## config.mk

```make
export PLATFORM = sky130hd
export DESIGN_NAME = kwg_rdiv_cell
export DESIGN_NICKNAME = d
export VERILOG_FILES = /design/src/design/kwg_pkg.sv /design/src/design/kwg_rdiv_cell.sv
export SDC_FILE = /design/constraint.sdc
export NUM_CORES = 1
export LEC_CHECK = 0
export BUFFER_PORTS_ARGS = -buffer_cell sky130_fd_sc_hd__buf_2
export CAP_MARGIN = 20
export CORE_ASPECT_RATIO = 1.75
export CORE_MARGIN = 8
export CORE_UTILIZATION = 45
export CTS_BUF_LIST = sky130_fd_sc_hd__clkbuf_4 sky130_fd_sc_hd__clkbuf_8
export DETAILED_ROUTE_END_ITERATION = 8
export PLACE_DENSITY = 0.85
export SKIP_CTS_REPAIR_TIMING = 1
export SLEW_MARGIN = 20
export SYNTH_ARGS = -nofsm -noshare
export SYNTH_HDL_FRONTEND = slang
export SYNTH_SLANG_ARGS = --single-unit
```

## constraint.sdc

```tcl
create_clock -name clk_i -period 1.7 [get_ports clk_i]
set_input_delay 0.34 -clock clk_i [delete_from_list [all_inputs] [get_ports clk_i]]
set_output_delay 0.34 -clock clk_i [all_outputs]
set_load 0.05 [all_outputs]
```

## src/design/kwg_pkg.sv

```systemverilog
// Shared constants, widths and types of the Kaiser window generator.
// No dependencies; every other file of the block imports this package.
package kwg_pkg;

  localparam int unsigned MAX_LEN      = 1024;
  localparam int unsigned SERIES_TERMS = 48;

  localparam int unsigned IDX_W      = 10;
  localparam int unsigned LEN_W      = 11;
  localparam int unsigned BETA_W     = 13;
  localparam int unsigned COEF_W     = 16;
  localparam int unsigned CFG_IDX_W  = 1;
  localparam int unsigned CFG_DATA_W = 13;

  localparam int unsigned NM_W   = 2 * IDX_W;
  localparam int unsigned R_W    = 31;
  localparam int unsigned B2_W   = 2 * BETA_W;
  localparam int unsigned U_W    = 40;
  localparam int unsigned UH_W   = 20;
  localparam int unsigned D_W    = 12;
  localparam int unsigned XB_W   = UH_W + D_W;
  localparam int unsigned RCP_W  = 33;
  localparam int unsigned SH_W   = 6;
  localparam int unsigned T_W    = 64;
  localparam int unsigned C_W    = 40;
  localparam int unsigned PP_W   = 52;
  localparam int unsigned ND_W   = 47;
  localparam int unsigned NS_W   = 5;
  localparam int unsigned NORM_MAX = T_W - ND_W;
  localparam int unsigned X_W    = 63;
  localparam int unsigned XL_W   = 16;
  localparam int unsigned Q_W    = 16;
  localparam int unsigned BES_CELLS = SERIES_TERMS - 1;
  localparam int unsigned RDIV_CELLS = R_W;
  localparam int unsigned QDIV_CELLS = Q_W;

  localparam logic [BETA_W-1:0] BETA_RESET = 13'd3584;
  localparam logic [LEN_W-1:0]  LEN_RESET  = 11'd64;
  localparam logic [LEN_W-1:0]  LEN_LIMIT  = LEN_W'(MAX_LEN);
  localparam logic [COEF_W-1:0] COEF_ONE   = 16'd32768;
  localparam logic [T_W-1:0]    TERM_ONE   = 64'h0000_0000_0010_0000;

  typedef enum logic [CFG_IDX_W-1:0] {
    REG_BETA   = 1'b0,
    REG_LENGTH = 1'b1
  } cfg_reg_e;

  typedef struct packed {
    logic             valid;
    logic [IDX_W-1:0] idx;
    logic             oor;
    logic             unity;
  } tag_t;

  typedef logic [1:0][U_W-1:0] lane_u_t;
  typedef logic [1:0][T_W-1:0] lane_w_t;

endpackage

```

## src/design/kwg_rdiv_cell.sv

```systemverilog
// One restoring step of the window position divider n*(L-1-n)*2^32 / (L-1)^2.
// Depends on kwg_pkg.
module kwg_rdiv_cell (
  input  logic                      clk_i,
  input  logic                      rst_ni,
  input  logic                      adv_i,
  input  kwg_pkg::tag_t             tag_i,
  input  logic [kwg_pkg::NM_W-1:0]  rem_i,
  input  logic [kwg_pkg::NM_W-1:0]  dd_i,
  input  logic [kwg_pkg::R_W-1:0]   q_i,
  input  logic [kwg_pkg::B2_W-1:0]  b2_i,
  output kwg_pkg::tag_t             tag_o,
  output logic [kwg_pkg::NM_W-1:0]  rem_o,
  output logic [kwg_pkg::NM_W-1:0]  dd_o,
  output logic [kwg_pkg::R_W-1:0]   q_o,
  output logic [kwg_pkg::B2_W-1:0]  b2_o
);
  import kwg_pkg::*;

  logic [NM_W:0] sh;
  logic [NM_W:0] diff;
  logic          take;

  assign sh   = {rem_i, 1'b0};
  assign take = sh >= {1'b0, dd_i};
  assign diff = sh - {1'b0, dd_i};

  always_ff @(posedge clk_i or negedge rst_ni) begin
    if (!rst_ni) begin
      tag_o <= '0;
    end else if (adv_i) begin
      tag_o <= tag_i;
    end
  end

  always_ff @(posedge clk_i) begin
    if (adv_i) begin
      rem_o <= take ? diff[NM_W-1:0] : sh[NM_W-1:0];
      q_o   <= {q_i[R_W-2:0], take};
      dd_o  <= dd_i;
      b2_o  <= b2_i;
    end
  end

endmodule

```

==> flow_summary_export.csv <==
group,metric,value,unit
outcome,outcome,"complete, but fails checks",
outcome,violations,"setup timing",
power_and_ir_drop,power_switching,2.62,mW
final_layout,final_common_cell,"buf_2",
final_layout,layoutNonFillerInstCount,776,
drt,vias,3987,
hold_path,whs_path_depth,1,
setup_path,startpoint,"dd_i[4]",
drt,final_antenna_net_count,0,
timing,slew_violations,0,
grt,grt_pass1_vias,4223,
synth,postSynth.asyncResetShare,11.8,%
timing,hold_viol,0,
setup_path,worstPathCellList,"buf_12 -> inv_12 -> ha_4 -> a21o_1 -> a21oi_1 -> a21oi_2 -> a2111oi_4 -> o21ai_0 -> xor2_1 -> mux2_4",
timing,period_share,133,%
grt,grt_max_degree,35,
clock_network,htree_levels,3,
power_and_ir_drop,max-vdd-ir-drop,0.575,mV
hold_path,hold_path_class,"primary input to flop",
final_layout,area_delta_synth_final,49.7,%
synth,ys.warnings.count,0,
drt,drc,0,
power_and_ir_drop,p_int,4.71,mW
final_layout,layout-drive-gt1-share,61.7,%
flow_run,maxCapViolCount,0,
timing,slew_headroom,75.6,%
place,gp_congestion,0.874,
drt,first_iter_violations,163,
synth,synth_top_flop_cell,"edfxtp_1",
floorplan,rows,50,
grt,grt_usage,19.9,%
setup_path,start_kind,"primary input",
timing,tightest_slew,0.361,ns
clock_network,clock_latency,0.35,ns
place,placed_cells,752,
drt,firstDrtPassIters,4,
grt,antenna_found_initial,0,
drt,routedWlPerCell,19.7,µm
place,port_buffers,221,
clock_network,cts_tree,"yes",
timing,setup_viol,21,
drt,vias_per_cell,5.14,
setup_path,worstRegToRegCells,1,
clock_network,clk_transition_reported_paths,0.11,ns
power_and_ir_drop,seq_power_share,45.2,%
timing,fmax,0.441,GHz
floorplan,die_h,154,µm
grt,gr-total-overflow,0,
clock_network,clock-root-buffer,"clkbuf_8",
final_layout,final_nets,774,
synth,synth-edff-count,97,
hold_path,hold_end,"b2_o[0]",
synth,ys_types,53,
setup_path,worstSetupEndpointType,"flop",
setup_path,cp.required,1.82,ns
synth,syn-num-nets,455,
setup_path,reg2reg_slack,0.90,ns
floorplan,initial_utilization,46.1,%
synth,synth-seq-area-share,66.0,%
setup_path,timing.rr.end,"tag_o[7]",
setup_path,cpPeakStageDelay,0.41,ns
final_layout,finalInstanceArea,7340,µm²
synth,syn_inst,321,
drt,wirelength,15.3,mm
place,place_area,6890,µm²
clock_network,cts.sinks,110,
setup_path,rr_startpoint,"tag_o[7]",
power_and_ir_drop,powerDensity,999,nW/µm²
synth,ys_ff_latch,110,
setup_path,worst_ep_arrival_time,2.39,ns
clock_network,numCtsBuffers,9,
floorplan,io_pins,223,
timing,setup_ws,-0.565,ns
power_and_ir_drop,switching_share,35.7,%
timing,rsz0062_at_grt,"true",
final_layout,mostFrequentLayoutCells,"215 x buf_2, 97 x edfxtp_1, 93 x buf_4, 20 x inv_1, 16 x mux2_4",
setup_path,crit_type,"primary input to flop",
power_and_ir_drop,clkPwrFrac,21.0,%
timing,skew,0,ns
timing,fin_hold_ws,0.138,ns
power_and_ir_drop,combPwrFrac,33.8,%
power_and_ir_drop,power.leakage,3.33,nW
grt,grt_first_pass_wirelength,22.2,mm
synth,netlist_area,4900,µm²
floorplan,core_area,10600,µm²
timing,fin_crit,2.27,ns
synth,avgSynthCellArea,15.3,µm²
hold_path,min-delay-start,"b2_i[0]",
place,dp_hpwl,12.3,mm
clock_network,cts_buffer_depth,2,
floorplan,die_area,14600,µm²
floorplan,die_width,94.9,µm
setup_path,critPathSlowestCell,"a2111oi_4",
setup_path,path_max_fanout,4,
-- state kept, by name, summed over array words and instances (netlist names) --
name	cells
q_o	31
b2_o	26
dd_o	20
rem_o	20
tag_o	13
-- worst max-delay path, delay by kind of cell --
kind | cells | cell delay [ns]
AOI/OAI and AO/OA | 5 | 1.25
muxes | 1 | 0.27
adders and majority gates | 1 | 0.24
xor gates and xnor gates | 1 | 0.17
buffers and inverters | 2 | 0.12
-- through the flow --
| step | TNS (ns) | power, mW | setup WS [ns] | util, % |
|---|---|---|---|---|
| 5_1_grt | -10.88 | 7.62 | -0.582 | 69.0 |
| 3_3_place_gp | -19.56 | 5.67 | -0.982 | 64.8 |
| 4_1_cts | -12.03 | 7.28 | -0.636 | 66.7 |
| 2_1_floorplan | -13.53 | 4.88 | -0.699 | - |
| 3_5_place_dp | -19.92 | 5.74 | -1.02 | 64.8 |
| 6_report | -10.09 | 7.33 | -0.565 | 69.0 |
-- layer usage --
layer	global-route usage, %	routed length (µm)	vias up
met2	39.0	8810	197
li1	-	-	1856
met3	4.34	1170	31
met4	5.91	391	0
met5	0	0	-
met1	19.3	4950	1903
-- worst max-delay path by stage --
| stage | endpoint | cells after the start |
|---|---|---|
| 6_report | rem_o[18] | 10 |
| 5_1_grt | rem_o[18] | 10 |
| 4_1_cts | rem_o[2] | 11 |
| 3_5_place_dp | rem_o[12] | 11 |
| 3_3_place_gp | rem_o[16] | 11 |
| 2_1_floorplan | rem_o[10] | 9 |
-- cell usage after synthesis, drive strengths merged (4+ instances only) --
| cell | instances | area [µm²] |
|---|---|---|
| o21ai | 16 | 83.8 |
| edfxtp | 97 | 2910 |
| nand3 | 5 | 25.0 |
| dfrtp | 13 | 325 |
| nand4 | 4 | 25.0 |
| nor2 | 12 | 45.0 |
| inv | 25 | 93.8 |
| xor2 | 7 | 61.3 |
| a31oi | 5 | 43.8 |
| buf | 6 | 56.3 |
| ha | 20 | 250 |
| a21oi | 13 | 65.1 |
| xnor2 | 7 | 61.3 |
| mux2 | 30 | 398 |
| nand2 | 14 | 52.6 |
-- power groups by stage --
| stage | Clock (mW) | Combinational (mW) | Sequential (mW) |
|---|---|---|---|
| global placement | 0 | 2.31 | 3.36 |
| global route | 1.69 | 2.60 | 3.34 |
| CTS | 1.60 | 2.37 | 3.32 |
| detailed placement | 0 | 2.36 | 3.38 |
| floorplan | 0 | 0.595 | 4.29 |
| finish | 1.54 | 2.48 | 3.31 |
-- cells by family after synthesis --
family,share of synthesized area [%]
compound gates,9.08
xor+xnor,2.50
fa+ha+maj,5.51
buf+inv,3.29
flops,66.0
mux,8.73
simple gates,4.85
-- layout make-up --
type	count	area, µm²
multi-input combinational	177	1680
fill	727	3300
clock inverter	6	67.6
clock buffer	10	131
tap	130	163
timing repair buffer	317	1930
antenna	1	2.50
inverter	25	124
sequential	110	3240
Note: power is estimated with default switching activity, not from simulation.
