**config.mk**
```make
export PLATFORM = sky130hd
export DESIGN_NAME = kwg_qdiv_cell
export DESIGN_NICKNAME = d
export VERILOG_FILES = /design/src/design/kwg_pkg.sv /design/src/design/kwg_qdiv_cell.sv
export SDC_FILE = /design/constraint.sdc
export NUM_CORES = 1
export LEC_CHECK = 0
export BUFFER_PORTS_ARGS = -buffer_cell sky130_fd_sc_hd__buf_2
export CORE_ASPECT_RATIO = 1.1
export CORE_UTILIZATION = 56
export CTS_BUF_LIST = sky130_fd_sc_hd__clkbuf_4
export CTS_CLUSTER_DIAMETER = 60
export CTS_CLUSTER_SIZE = 16
export DETAILED_ROUTE_END_ITERATION = 7
export PLACE_DENSITY = 0.89
export SLEW_MARGIN = 40
export SYNTH_ARGS = -nofsm -noshare
export SYNTH_HDL_FRONTEND = slang
export SYNTH_SLANG_ARGS = --single-unit
```
**constraint.sdc**
```tcl
create_clock -name clk_i -period 1.4 [get_ports clk_i]
set_input_delay 0.42 -clock clk_i [delete_from_list [all_inputs] [get_ports clk_i]]
set_output_delay 0.42 -clock clk_i [all_outputs]
set_load 0.05 [all_outputs]
```
**src/design/kwg_pkg.sv**
```systemverilog
// Shared constants, widths and types of the Kaiser window generator.
// No dependencies; every other file of the block imports this package.
package kwg_pkg;

  localparam int unsigned MAX_LEN      = 1024;
  localparam int unsigned SERIES_TERMS = 48;

  localparam int unsigned IDX_W      = 10;
  localparam int unsigned LEN_W      = 11;
  localparam int unsigned BETA_W     = 13;
  localparam int unsigned COEF_W     = 16;
  localparam int unsigned CFG_IDX_W  = 1;
  localparam int unsigned CFG_DATA_W = 13;

  localparam int unsigned NM_W   = 2 * IDX_W;
  localparam int unsigned R_W    = 31;
  localparam int unsigned B2_W   = 2 * BETA_W;
  localparam int unsigned U_W    = 40;
  localparam int unsigned UH_W   = 20;
  localparam int unsigned D_W    = 12;
  localparam int unsigned XB_W   = UH_W + D_W;
  localparam int unsigned RCP_W  = 33;
  localparam int unsigned SH_W   = 6;
  localparam int unsigned T_W    = 64;
  localparam int unsigned C_W    = 40;
  localparam int unsigned PP_W   = 52;
  localparam int unsigned ND_W   = 47;
  localparam int unsigned NS_W   = 5;
  localparam int unsigned NORM_MAX = T_W - ND_W;
  localparam int unsigned X_W    = 63;
  localparam int unsigned XL_W   = 16;
  localparam int unsigned Q_W    = 16;
  localparam int unsigned BES_CELLS = SERIES_TERMS - 1;
  localparam int unsigned RDIV_CELLS = R_W;
  localparam int unsigned QDIV_CELLS = Q_W;

  localparam logic [BETA_W-1:0] BETA_RESET = 13'd3584;
  localparam logic [LEN_W-1:0]  LEN_RESET  = 11'd64;
  localparam logic [LEN_W-1:0]  LEN_LIMIT  = LEN_W'(MAX_LEN);
  localparam logic [COEF_W-1:0] COEF_ONE   = 16'd32768;
  localparam logic [T_W-1:0]    TERM_ONE   = 64'h0000_0000_0010_0000;

  typedef enum logic [CFG_IDX_W-1:0] {
    REG_BETA   = 1'b0,
    REG_LENGTH = 1'b1
  } cfg_reg_e;

  typedef struct packed {
    logic             valid;
    logic [IDX_W-1:0] idx;
    logic             oor;
    logic             unity;
  } tag_t;

  typedef logic [1:0][U_W-1:0] lane_u_t;
  typedef logic [1:0][T_W-1:0] lane_w_t;

endpackage

```
**src/design/kwg_qdiv_cell.sv**
```systemverilog
// One restoring step of the final ratio (num * 2^15 + den / 2) / den.
// Depends on kwg_pkg.
module kwg_qdiv_cell (
  input  logic                      clk_i,
  input  logic                      rst_ni,
  input  logic                      adv_i,
  input  kwg_pkg::tag_t             tag_i,
  input  logic [kwg_pkg::ND_W-1:0]  rem_i,
  input  logic [kwg_pkg::ND_W-1:0]  den_i,
  input  logic [kwg_pkg::XL_W-1:0]  xl_i,
  input  logic [kwg_pkg::Q_W-1:0]   q_i,
  output kwg_pkg::tag_t             tag_o,
  output logic [kwg_pkg::ND_W-1:0]  rem_o,
  output logic [kwg_pkg::ND_W-1:0]  den_o,
  output logic [kwg_pkg::XL_W-1:0]  xl_o,
  output logic [kwg_pkg::Q_W-1:0]   q_o
);
  import kwg_pkg::*;

  logic [ND_W:0] sh;
  logic [ND_W:0] diff;
  logic          take;

  assign sh   = {rem_i, xl_i[XL_W-1]};
  assign take = sh >= {1'b0, den_i};
  assign diff = sh - {1'b0, den_i};

  always_ff @(posedge clk_i or negedge rst_ni) begin
    if (!rst_ni) begin
      tag_o <= '0;
    end else if (adv_i) begin
      tag_o <= tag_i;
    end
  end

  always_ff @(posedge clk_i) begin
    if (adv_i) begin
      rem_o <= take ? diff[ND_W-1:0] : sh[ND_W-1:0];
      q_o   <= {q_i[Q_W-2:0], take};
      xl_o  <= {xl_i[XL_W-2:0], 1'b0};
      den_o <= den_i;
    end
  end

endmodule

```
==> results.sh, run 1 <==
export IMPL_port_buffers=278
export IMPL_dieHeight_um=125
export IMPL_cts_setup_buffers=17
export IMPL_gp_congestion=0.889
export IMPL_netlist_area_um2=7740
export IMPL_ys_warn_count=0
export IMPL_cts_sinks=138
export IMPL_row_count=44
export IMPL_cts_root_buf="clkbuf_4"
export IMPL_cts_htree_levels=4
export IMPL_initial_utilization_pct=58.1
export IMPL_seq_area_frac_synth_pct=52.7
export IMPL_cts_resized=386
export IMPL_cts_buffers=17
export IMPL_async_flop_share_pct=9.42
export IMPL_ys_ff_latch=138
export IMPL_synth_area_per_cell_um2=10.7
export IMPL_outcome="stopped before the end"
export IMPL_dpl_hpwl_mm=19.1
export IMPL_synth_flop_cell="edfxtp_1"
export IMPL_syn_inst=725
export IMPL_yosysUniqueCellTypes=61
export IMPL_ios=281
export IMPL_die_width_um=114
export IMPL_toolErrorMsg="[ERROR DPL-0033] detailed placement checks failed during check placement."
export IMPL_haltStage="clock tree synthesis"
export IMPL_synth_edf_count=125
export IMPL_holdBufCountCts=34
export IMPL_synthesis_nets=915
export IMPL_clock_tree_buffer_depth=2
export IMPL_dpl_instance_area_um2=10900
## stage by stage
stage                     std cells  worst slack (ns)  TNS, ns  utilization, %  hold WS [ns]
after global placement         1352             -1.61   -70.62            81.8         0.306
after floorplan                 725             -1.29   -55.14               -         0.124
after detailed placement       1352             -1.74   -74.03            81.8         0.308
## cells by family after synthesis
group | after synthesis | share of synthesized area (%)
buffers and inverters | 95 | 4.80
adders and majority gates | 48 | 7.85
AOI/OAI and AO/OA | 217 | 17.7
muxes | 14 | 2.04
xor gates and xnor gates | 35 | 3.96
other | 1 | 0.0484
and+or+nand+nor | 177 | 10.9
DFF | 138 | 52.7
## synthesized netlist by cell type, types with 3 or more instances
cell,number,area (um^2)
o21bai_1,10,75.1
o31a_1,3,26.3
nand2_1,88,330
ha_1,47,588
inv_1,65,244
clkbuf_1,18,67.6
and2_1,4,25.0
o211ai_1,4,30.0
o21ai_0,67,335
and3_1,6,37.5
o21ai_1,4,20.0
a21oi_1,53,265
o21a_1,11,82.6
nand4_1,13,81.3
dfrtp_1,13,325
xor2_1,15,131
xnor2_1,20,175
and4_1,4,35.0
nor2_1,26,97.6
mux2_2,14,158
nor2b_1,6,37.5
nor3_1,9,45.0
a21o_1,26,195
edfxtp_1,125,3750
buf_2,9,45.0
o31ai_1,6,45.0
a31oi_1,8,50.1
nand3_1,8,40.0
o21ba_2,3,30.0
==> inputs of run 2 (changes only) <==
==> config.mk (replaced) <==
export PLATFORM = sky130hd
export DESIGN_NAME = kwg_qdiv_cell
export DESIGN_NICKNAME = d
export VERILOG_FILES = /design/src/design/kwg_pkg.sv /design/src/design/kwg_qdiv_cell.sv
export SDC_FILE = /design/constraint.sdc
export NUM_CORES = 1
export LEC_CHECK = 0
export BUFFER_PORTS_ARGS = -buffer_cell sky130_fd_sc_hd__buf_2
export CORE_UTILIZATION = 40
export DETAILED_ROUTE_END_ITERATION = 7
export PLACE_DENSITY_LB_ADDON = 0.15
export SLEW_MARGIN = 40
export SYNTH_ARGS = -nofsm -noshare
export SYNTH_HDL_FRONTEND = slang
export SYNTH_SLANG_ARGS = --single-unit
==> run 2 against run 1 <==
Net effect:
- the flow now finishes, with violations (setup timing)
- synthesized cell count is the same
- synthesized area did not move
==> results.sh, run 2 <==
export IMPL_cts_clk_slew_worst_paths_ns=0.07
export IMPL_clk_latency_ns=0.42
export IMPL_cp_arrival_ns=2.79
export IMPL_seq_area_frac_synth_pct=52.7
export IMPL_finClkSkew_ns=0
export IMPL_cts_root_buf="clkbuf_16"
export IMPL_hold_viol=0
export IMPL_drc_errors=0
export IMPL_criticalPathCategory="primary input to flop"
export IMPL_synth_top_area_cell="edfxtp_1"
export IMPL_drt_pass1_iter_count=5
export IMPL_postLayoutCellArea_um2=14000
export IMPL_grt_pass1_vias=8032
export IMPL_overflow=0
export IMPL_rsz0062_at_grt="true"
export IMPL_outcome="finished, violations left"
export IMPL_ys_warn_count=0
export IMPL_drv_cap=0
export IMPL_antenna_found_initial=0
export IMPL_cts_htree_levels=4
export IMPL_postLayoutCoreUtil_pct=74.6
export IMPL_ys_ff_latch=138
export IMPL_hp_class="primary input to flop"
export IMPL_reg_top3="den_o (47), rem_o (47), q_o (16)"
export IMPL_port_buffers=278
export IMPL_area_growth_pct=81.4
export IMPL_synth_most_common_cell="edfxtp_1"
export IMPL_wl_per_cell_um=17.3
export IMPL_peakVddDrop_mv=0.874
export IMPL_dpl_hpwl_mm=17.8
export IMPL_timing_hold_ws_ns=0.169
export IMPL_grt_max_degree=40
export IMPL_wl_mm=26.1
export IMPL_fin_crit_ns=2.62
export IMPL_p_leak_nw=6.38
export IMPL_fillers=1298
export IMPL_synthesis_nets=915
export IMPL_netlist_area_um2=7740
export IMPL_ant_nets=0
export IMPL_cp_max_fo=3
export IMPL_layout_drive_gt1_share_pct=59.6
export IMPL_clock_tree_buffer_depth=2
export IMPL_grtUsageTotal_pct=26.7
export IMPL_final_common_cell="buf_4"
export IMPL_violations="setup timing"
export IMPL_cts_buffers=17
export IMPL_fmax_ghz=0.382
export IMPL_setup_tns_ns=-51.66
export IMPL_finalSetupViolCount=83
export IMPL_synth_flop_cell="edfxtp_1"
export IMPL_dieHeight_um=141
export IMPL_syn_inst=725
export IMPL_startpoint_type="primary input"
export IMPL_fin_crit_sh_pct=187
export IMPL_seq_area_um2=4080
export IMPL_tritoncts="yes"
export IMPL_setup_ws_ns=-1.22
export IMPL_synth_area_per_cell_um2=10.7
export IMPL_endpoint_kind="flop"
export IMPL_synth_edf_count=125
export IMPL_ios=281
export IMPL_cts_sinks=138
export IMPL_vias=7614
export IMPL_drtIter0Drc=321
export IMPL_async_flop_share_pct=9.42
export IMPL_yosysUniqueCellTypes=61
export IMPL_initial_utilization_pct=41.1
export IMPL_fin_nets=1425
export IMPL_final_max_slew_viol_count=0
export IMPL_drt_vias_per_instance=5.05
export IMPL_required_ns=1.58
export IMPL_diodes=0
export IMPL_dieArea_um2=19900
export IMPL_synthTopCellsByCount="125 x edfxtp_1, 88 x nand2_1, 67 x o21ai_0, 65 x inv_1, 53 x a21oi_1"
export IMPL_core_area_um2=18800
export IMPL_dpl_instance_area_um2=11000
export IMPL_p_per_area_nw_per_um2=1160
export IMPL_row_count=50
export IMPL_synth_top_area_share_pct=48.5
export IMPL_multi_input_area_um2=4320
export IMPL_synth_area_leaders="edfxtp_1 48%, ha_1 7.6%, o21ai_0 4.3%"
export IMPL_final_cell_mix="204 x buf_4, 158 x buf_6, 135 x buf_2"
export IMPL_gp_congestion=0.844
export IMPL_grt_first_pass_wirelength_mm=40.8
export IMPL_die_width_um=141
-- run 2: layout make-up --
cell class | instances | share of cell area (%)
multi-input cells | 493 | 30.8
flip-flops and latches | 138 | 29.0
inverters | 66 | 1.91
clock inverters | 15 | 1.27
clock buffers | 17 | 3.03
repair buffers | 519 | 31.6
well taps | 260 | 2.32
-- run 2: timing repair --
action | in CTS | in global routing
setup buffers | 35 | 14
pin swaps | 79 | 66
endpoints found under the hold margin | 13 | 0
gates resized for setup | 477 | 95
endpoints found under the setup margin | 186 | 186
cloned | 10 | 1
hold buffers | 1 | 0
-- run 2: routing by layer --
layer / up-vias / GRT usage (%) / part of all wire, %
met5: - / 0 / 0
met4: 0 / 10.8 / 2.4
met3: 44 / 6.76 / 6.8
met2: 269 / 47.7 / 52
met1: 3631 / 30.3 / 39
li1: 3670 / - / -
-- run 2: where the power goes --
part	switching (mW)	internal (mW)
clock network	1.99	2.70
registers	0.227	5.05
logic	3.55	2.71
total	5.76	10.5
-- run 2: final timing paths --
path,startpoint,end,slack (ns),cells past startpoint
setup / recovery,rem_i[1],rem_o[30],-1.22,14
hold / removal,xl_i[13],xl_o[14],0.17,1
setup reg to reg,tag_o[8],tag_o[8],0.37,3
hold reg to reg,tag_o[9],tag_o[9],0.54,1
max in group asynchronous,rst_ni,tag_o[3],0.76,2
min in group asynchronous,rst_ni,tag_o[12],0.41,2
-- run 2: per-stage QoR --
step / instances / total power [mW] / worst slack, ns
floorplan: 725 / 8.26 / -1.29
global placement: 1427 / 9.99 / -1.71
detailed placement: 1427 / 10.0 / -1.77
CTS: 1505 / 16.1 / -1.16
global route: 1508 / 16.9 / -1.31
finish: 1508 / 16.2 / -1.22
-- run 2: logic make-up after synthesis --
kind of cell,after synthesis,share of synthesized area (%)
fa+ha+maj,48,7.85
mux,14,2.04
simple gates,177,10.9
flops,138,52.7
buf+inv,95,4.80
compound gates,217,17.7
xor+xnor,35,3.96
other cells,1,0.0484
-- run 2: worst max-delay path, stage by stage --
cell and delay (ns):
buf_2 0.13, ha_4 0.25, nor2b_2 0.15, o21ai_2 0.13, a21oi_2 0.08, o31a_1 0.34, buf_4 0.15, o21a_1 0.19
o211ai_1 0.38, buf_4 0.21, buf_6 0.09, nand2_4 0.05, xnor2_2 0.15, o21ai_1 0.08
Note: power is estimated with default switching activity, not from simulation.
